**src/ccx_pkg.sv**
```systemverilog
`timescale 1ns / 1ps
`default_nettype none
// ============================================================================
// ccx_pkg
// Shared constants, register indexes and types of the ChaCha keystream XOR
// block.
// ============================================================================
package ccx_pkg;

   localparam logic [31:0] SIGMA0 = 32'h61707865;
   localparam logic [31:0] SIGMA1 = 32'h3320646e;
   localparam logic [31:0] SIGMA2 = 32'h79622d32;
   localparam logic [31:0] SIGMA3 = 32'h6b206574;

   localparam logic [2:0] REG_KEY0  = 3'd0;
   localparam logic [2:0] REG_KEY1  = 3'd1;
   localparam logic [2:0] REG_KEY2  = 3'd2;
   localparam logic [2:0] REG_KEY3  = 3'd3;
   localparam logic [2:0] REG_NONCE_LOW  = 3'd4;
   localparam logic [2:0] REG_NONCE_HIGH = 3'd5;
   localparam logic [2:0] REG_ROUNDS     = 3'd6;

   localparam int QUEUE_DEPTH = 2;

   // Classified word handed from the front part to the back part.
   typedef struct packed {
      logic [63:0] data;
      logic [3:0]  count;
      logic        last;
      logic [3:0]  used;       // bytes used, at most eight
      logic [5:0]  pos;        // byte position of the first used byte
      logic [31:0] counter;    // block counter of the first used byte
      logic        new_first;  // first byte starts a fresh block
      logic        straddle;   // used bytes cross into the next block
   } item_type;

   typedef struct packed {
      logic [255:0] key;
      logic [95:0]  nonce;
      logic [3:0]   rounds;
   } cfg_type;

   typedef enum logic [1:0] {
      ST_IDLE,
      ST_ROUND,
      ST_FINISH
   } core_state_type;

   function automatic logic [31:0] rotl(input logic [31:0] v, input int s);
      rotl = (v << s) | (v >> (32 - s));
   endfunction

   function automatic logic [127:0] qround(input logic [127:0] q);
      logic [31:0] a, b, c, d;
      begin
         a = q[31:0]; b = q[63:32]; c = q[95:64]; d = q[127:96];
         a = a + b; d = rotl(d ^ a, 16);
         c = c + d; b = rotl(b ^ c, 12);
         a = a + b; d = rotl(d ^ a, 8);
         c = c + d; b = rotl(b ^ c, 7);
         qround = {d, c, b, a};
      end
   endfunction

endpackage
`default_nettype wire

```
**src/ccx_front.sv**
```systemverilog
`timescale 1ns / 1ps
`default_nettype none
// ============================================================================
// ccx_front
// Accepts input words, tracks byte position and block counter, and pushes
// each classified word into a short queue for the back part.
// ============================================================================
module ccx_front (
   input  wire logic               clock,
   input  wire logic               reset,
   input  wire logic               req_valid,
   output logic                    req_stall,
   input  wire logic [63:0]        req_data_in,
   input  wire logic [3:0]         req_byte_count,
   input  wire logic               req_last_in,
   output ccx_pkg::item_type       q_item,
   output logic                    q_valid,
   input  wire logic               q_pop
);
   import ccx_pkg::*;

   item_type    mem_ff [QUEUE_DEPTH];
   logic [0:0]  wr_ptr_ff, rd_ptr_ff;
   logic [1:0]  fill_ff, fill_in;
   logic [5:0]  pos_ff, pos_in;
   logic [31:0] ctr_ff, ctr_in;
   logic        accept;
   logic [3:0]  used;
   logic [6:0]  end_pos;
   item_type    item;

   assign req_stall = (fill_ff == 2'(QUEUE_DEPTH));
   assign accept    = req_valid && !req_stall;
   assign used      = (req_byte_count > 4'd8) ? 4'd8 : req_byte_count;
   assign end_pos   = {1'b0, pos_ff} + {3'b0, used};

   always_comb begin
      item.data      = req_data_in;
      item.count     = req_byte_count;
      item.last      = req_last_in;
      item.used      = used;
      item.pos       = pos_ff;
      item.counter   = ctr_ff;
      item.new_first = (pos_ff == 6'd0) && (used != 4'd0);
      item.straddle  = end_pos > 7'd64;
      pos_in = pos_ff;
      ctr_in = ctr_ff;
      if (accept) begin
         if (req_last_in) begin
            pos_in = 6'd0;
            ctr_in = 32'd0;
         end else begin
            pos_in = end_pos[5:0];
            if (end_pos[6]) ctr_in = ctr_ff + 32'd1;
         end
      end
      fill_in = fill_ff + {1'b0, accept} - {1'b0, q_pop};
   end

   always_ff @(posedge clock) begin
      if (reset) begin
         wr_ptr_ff <= '0;
         rd_ptr_ff <= '0;
         fill_ff   <= '0;
         pos_ff    <= '0;
         ctr_ff    <= '0;
      end else begin
         fill_ff <= fill_in;
         pos_ff  <= pos_in;
         ctr_ff  <= ctr_in;
         if (accept) wr_ptr_ff <= wr_ptr_ff + 1'b1;
         if (q_pop)  rd_ptr_ff <= rd_ptr_ff + 1'b1;
      end
   end

   always_ff @(posedge clock) begin
      if (accept) mem_ff[wr_ptr_ff] <= item;
   end

   assign q_item  = mem_ff[rd_ptr_ff];
   assign q_valid = (fill_ff != 2'd0);

endmodule
`default_nettype wire

```
**config.mk**
```make
export PLATFORM = sky130hd
export DESIGN_NAME = ccx_front
export DESIGN_NICKNAME = d
export VERILOG_FILES = /design/src/ccx_pkg.sv /design/src/ccx_front.sv
export SDC_FILE = /design/constraint.sdc
export NUM_CORES = 1
export LEC_CHECK = 0
export BUFFER_PORTS_ARGS = -buffer_cell sky130_fd_sc_hd__buf_4
export CAP_MARGIN = 20
export CORE_UTILIZATION = 55
export DETAILED_ROUTE_END_ITERATION = 10
export GPL_TIMING_DRIVEN = 0
export PLACE_DENSITY = 0.9
export SKIP_CTS_REPAIR_TIMING = 1
export SLEW_MARGIN = 20
export SYNTH_ARGS = -nofsm -noshare
export SYNTH_HDL_FRONTEND = slang
export SYNTH_SLANG_ARGS = --single-unit
```
**constraint.sdc**
```tcl
create_clock -name clock -period 8.95 [get_ports clock]
set_input_delay 1.3425 -clock clock [delete_from_list [all_inputs] [get_ports clock]]
set_output_delay 1.3425 -clock clock [all_outputs]
set_load 0.1 [all_outputs]
```
After elaboration in Yosys (flattened, before gate mapping)
Memories as Yosys holds them, arrays and structs flattened. A register that Yosys moved wholly into a read port is not among the register bits. Cells that the tools add are included.

Bits in registers: 42. Memory bits (writable): 226. Input bits: 73. Output and inout port bits: 115. Logic and storage cells: 31. Memories: 1.

Memory list: mem_ff (depth 2, bits a word 113, read ports 1, clocked after memory_dff 1, wr ports 1, line ccx_front.sv:22) `item_type mem_ff [QUEUE_DEPTH];`.

$add $sub $neg: 6. Order comparisons: 2. Eq/ne operators: 1. Multiplexer cells: 8. Reductions and logical operators: 8.

Operators with widths (number): 32-bit two-way mux (2); 32-bit by 1-bit adder with 32-bit output, second input constant (1); 6-bit by 4-bit adder with 7-bit output (1); 7-bit > comparator, second input constant (1); 6-bit zero test (1); 6-bit two-way mux (1); 4-bit > comparator, second input constant (1); 1-bit two-way mux (4); 4-bit two-way mux (1); 2-bit nonzero test (2); 4-bit nonzero test (1); 1-bit adder, second input constant (2); 2-bit by 1-bit adder with 2-bit output (1); 2-bit equality test, second input constant (1); 1-bit logical AND (2); 2-bit AND reduction (1); 2-bit by 1-bit subtractor with 2-bit output (1); 1-bit zero test (1).

Depth between registers and ports, before layout
Depth in word-level cells: 5. Depth in mapped cells: 11.

Least setup slack after synthesis
Ideal clock, no wire load.

Path type: in2reg. Start: in req_valid. End: mem mem_ff[0][0] (netlist bit), enable pin. Library setup time: 586 ps. Data arrival time: 6576 ps. Required time: 8364 ps. Setup slack: 1788 ps. Stages: 5. Cell sequence: and2_1 -> clkbuf_1 -> inv_1 -> buf_2 -> nor2_1.

Word-level cells in the longest chain between the ends: 3.

RTL lines: start: declaration (line ccx_front.sv:11) `input wire logic req_valid,`; 1-bit logical AND (line ccx_front.sv:33) `assign accept = req_valid && !req_stall;`; 1-bit two-way mux (line ccx_front.sv:77) `if (accept) mem_ff[wr_ptr_ff] <= item;`; 1-bit two-way mux (implied by the code) (line ccx_front.sv:77); end: declaration (line ccx_front.sv:22).

No other way between the ends.

==> results.json <==
{
  "worst-path-buf-inv": 4,
  "die_w_um": 140,
  "core_sq_mm": 0.0186,
  "total_power_uw": 3920,
  "dp_hpwl_um": 14900,
  "grt_overflow": 0,
  "startpoint_type": "register",
  "cp_slowest_cell": "clkbuf_1",
  "critPathKind": "reg -> out",
  "fmax_mhz": 235,
  "p_sw_uw": 1520,
  "start_util_pct": 56.0,
  "syn_area_sq_mm": 0.0104,
  "status": "finished, final reports clean",
  "cp_max_fo": 10,
  "ff2ff_setup_slack_ps": 5910,
  "yosysWarnings": 0,
  "leakagePower_uw": 0.00479,
  "postRouteAntennaNets": 0,
  "seq_area_frac_synth_pct": 73.2,
  "p_per_area_mw_per_mm2": 299,
  "yosys.area.top_type": "edfxtp_1",
  "sw_frac_of_total_pct": 38.7,
  "cts_root_buf": "clkbuf_16",
  "netlist_instances": 634,
  "dr.pass1.iters": 5,
  "synth_area_leaders": "edfxtp_1 65%, mux2_2 12%, dfxtp_1 8.2%",
  "min_path_type": "reg -> reg",
  "fill_cells": 1201,
  "area_growth_pct": 25.5,
  "synth-edff-count": 226,
  "grt_first_pass_wirelength_um": 34100,
  "gp_congestion": 0.834,
  "clock-skew-final_ps": 14.0,
  "grt_pass1_vias": 6303,
  "htreeDepth": 1,
  "insertion_delay_ps": 520,
  "crit_cells": 5,
  "cts_made_buffers": 27,
  "slowest_delay_ps": 580,
  "grt_usage_pct": 22.5,
  "die_area_sq_mm": 0.0196,
  "synth.distinct_cells": 51,
  "antenna_found_initial": 0,
  "tns_ps": 0,
  "vias": 6261,
  "cts_buffer_depth": 3,
  "path_cells": "clkbuf_1 -> clkbuf_1 -> clkbuf_1 -> mux2_2 -> buf_4",
  "async_flop_share_pct": 0,
  "rows": 50,
  "viasPerCell": 5.63,
  "clk_pin_slew_ps": 60,
  "reg2regPathDepth": 10,
  "crit_required_ps": 7610,
  "grt_setup_unrepaired": "no",
  "rr_endpoint": "mem_ff[0][100]",
  "dr.first_iter.drc_count": 473,
  "maxSlewViolCount": 0,
  "clockPowerShare_pct": 25.2,
  "cts_tree": "done",
  "die_y_um": 140,
  "wl_per_cell_um": 19.9,
  "drt_wl_total_um": 22200,
  "p_comb_share_pct": 34.2,
  "portBuffers": 187,
  "fin_crit_ps": 4260,
  "ir_worst_vdd_uv": 200,
  "grt_max_degree": 54,
  "num_io_pins": 188,
  "setup_viol": 0,
  "antenna_cells": 0,
  "drc": 0,
  "finalNetCount": 937,
  "tightest_slew_ps": 668,
  "cpMostUsedCell": "clkbuf_1",
  "synth_ff_type": "edfxtp_1",
  "drv_cap": 0,
  "cp.arrival_ps": 2910,
  "layout_setup_ws_ps": 4690,
  "cp_top_family": "buffers and inverters",
  "endpoint_kind": "primary output",
  "ys_ff_latch": 269,
  "fin_crit_sh_pct": 47.6,
  "p_int_uw": 2410,
  "yosys.area.top_type_share_pct": 65.0,
  "cts_num_sinks": 269,
  "hold_violations": 0,
  "drive_above_1_share_pct": 40.0,
  "max_slew_margin_pct": 55.5,
  "r2r_start": "fill_ff[0]",
  "seqPwrFrac_pct": 40.6,
  "syn_nets": 714,
  "endpoint": "q_item[97]",
  "place_ws_ps": 5080,
  "synth_area_per_cell_sq_um": 16.5
}
==> logic make-up after synthesis <==
logic type,count (synthesis),synth area share [%]
flip-flops,269,73.2
AND/OR/NAND/NOR,124,6.61
multiplexers,117,12.6
AO/OA/AOI/OAI,68,4.24
buffers and inverters,35,1.38
XOR/XNOR,14,1.17
adder cells (fa/ha/maj),7,0.838
==> through the flow <==
| step | instance area (sq um) | std cells | hold WS (ps) | util (%) |
|---|---|---|---|---|
| global route | 13100 | 1112 | 463 | 70.3 |
| global placement | 12100 | 1055 | 433 | 65.1 |
| finish | 13100 | 1112 | 449 | 70.3 |
| floorplan | 10400 | 634 | 420 | - |
| CTS | 13100 | 1112 | 455 | 70.3 |
| detailed placement | 12300 | 1062 | 440 | 66.2 |
==> cell usage after synthesis (all sizes together) (9+ instances only) <==
master / count
dfxtp: 43
nand2: 20
nor2: 23
o21ai: 13
inv: 10
edfxtp: 226
buf: 9
nand4: 12
or3: 10
mux2: 113
clkbuf: 16
a21oi: 26
xnor2: 9
nand3: 13
==> registers in the layout (all words and copies together), names as in the netlist, named ones only <==
| register | cells |
|---|---|
| ctr_ff | 32 |
| fill_ff | 2 |
| mem_ff | 226 |
| pos_ff | 6 |
| rd_ptr_ff | 1 |
| wr_ptr_ff | 1 |
==> routing by layer <==
layer / share of wire, % / vias up / GRT usage, %
met4: 1.5 / 0 / 5.15
met5: 0 / - / 0
met2: 51 / 228 / 40.4
li1: - / 2900 / -
met1: 40 / 3101 / 28.2
met3: 7.2 / 32 / 4.37
==> worst min path at each step <==
stage | from | end | slack (ps) | depth (start not counted)
floorplan | pos_ff[4] | mem_ff[0][38] | 420 | 0
global placement | pos_ff[4] | mem_ff[0][38] | 430 | 0
detailed placement | pos_ff[4] | mem_ff[0][38] | 440 | 0
CTS | pos_ff[4] | mem_ff[0][38] | 460 | 0
global route | pos_ff[4] | mem_ff[0][38] | 460 | 0
finish | pos_ff[4] | mem_ff[0][38] | 450 | 0
==> layout by cell type, fill, tap and decap left out, types with 5 or more instances in the layout <==
cell / count
edfxtp_1: 226
buf_4: 187
mux2_2: 113
dfxtp_1: 43
clkbuf_16: 27
a21oi_1: 26
clkbuf_1: 25
nor2_1: 22
nand2_1: 20
nand3_1: 13
nand4_1: 12
o21ai_0: 12
inv_1: 10
or3_1: 10
clkinv_1: 10
xnor2_1: 9
or4_1: 7
ha_1: 7
nand2b_1: 6
nor2b_1: 5
xor2_1: 5
and3_1: 5
buf_16: 5
==> worst register-to-register path: stages (launching register included) <==
cell,delay [ps]
dfxtp_1,340
nand2b_1,310
and2_1,180
clkbuf_1,260
inv_1,90
buf_2,210
nor2_4,500
buf_12,280
buf_16,210
buf_12,200
buf_16,180
==> power groups by stage <==
stage,clock [uW],combinational (uW),sequential (uW)
2_1_floorplan,0,1030,1630
3_3_place_gp,0,1280,1650
6_report,989,1340,1590
4_1_cts,1010,1350,1590
3_5_place_dp,0,1350,1620
5_1_grt,1060,1380,1600
==> area by class of cell <==
class,count,area [sq um],area share (%)
plain buffers,25,106,0.811
clock buffers,36,709,5.41
clock inverters,14,67.6,0.515
inverters,10,37.5,0.286
multi-input cells,330,2670,20.4
flip-flops and latches,269,7650,58.3
well taps,234,293,2.23
repair buffers,194,1580,12.1
Power figures use the tool's default switching activity.
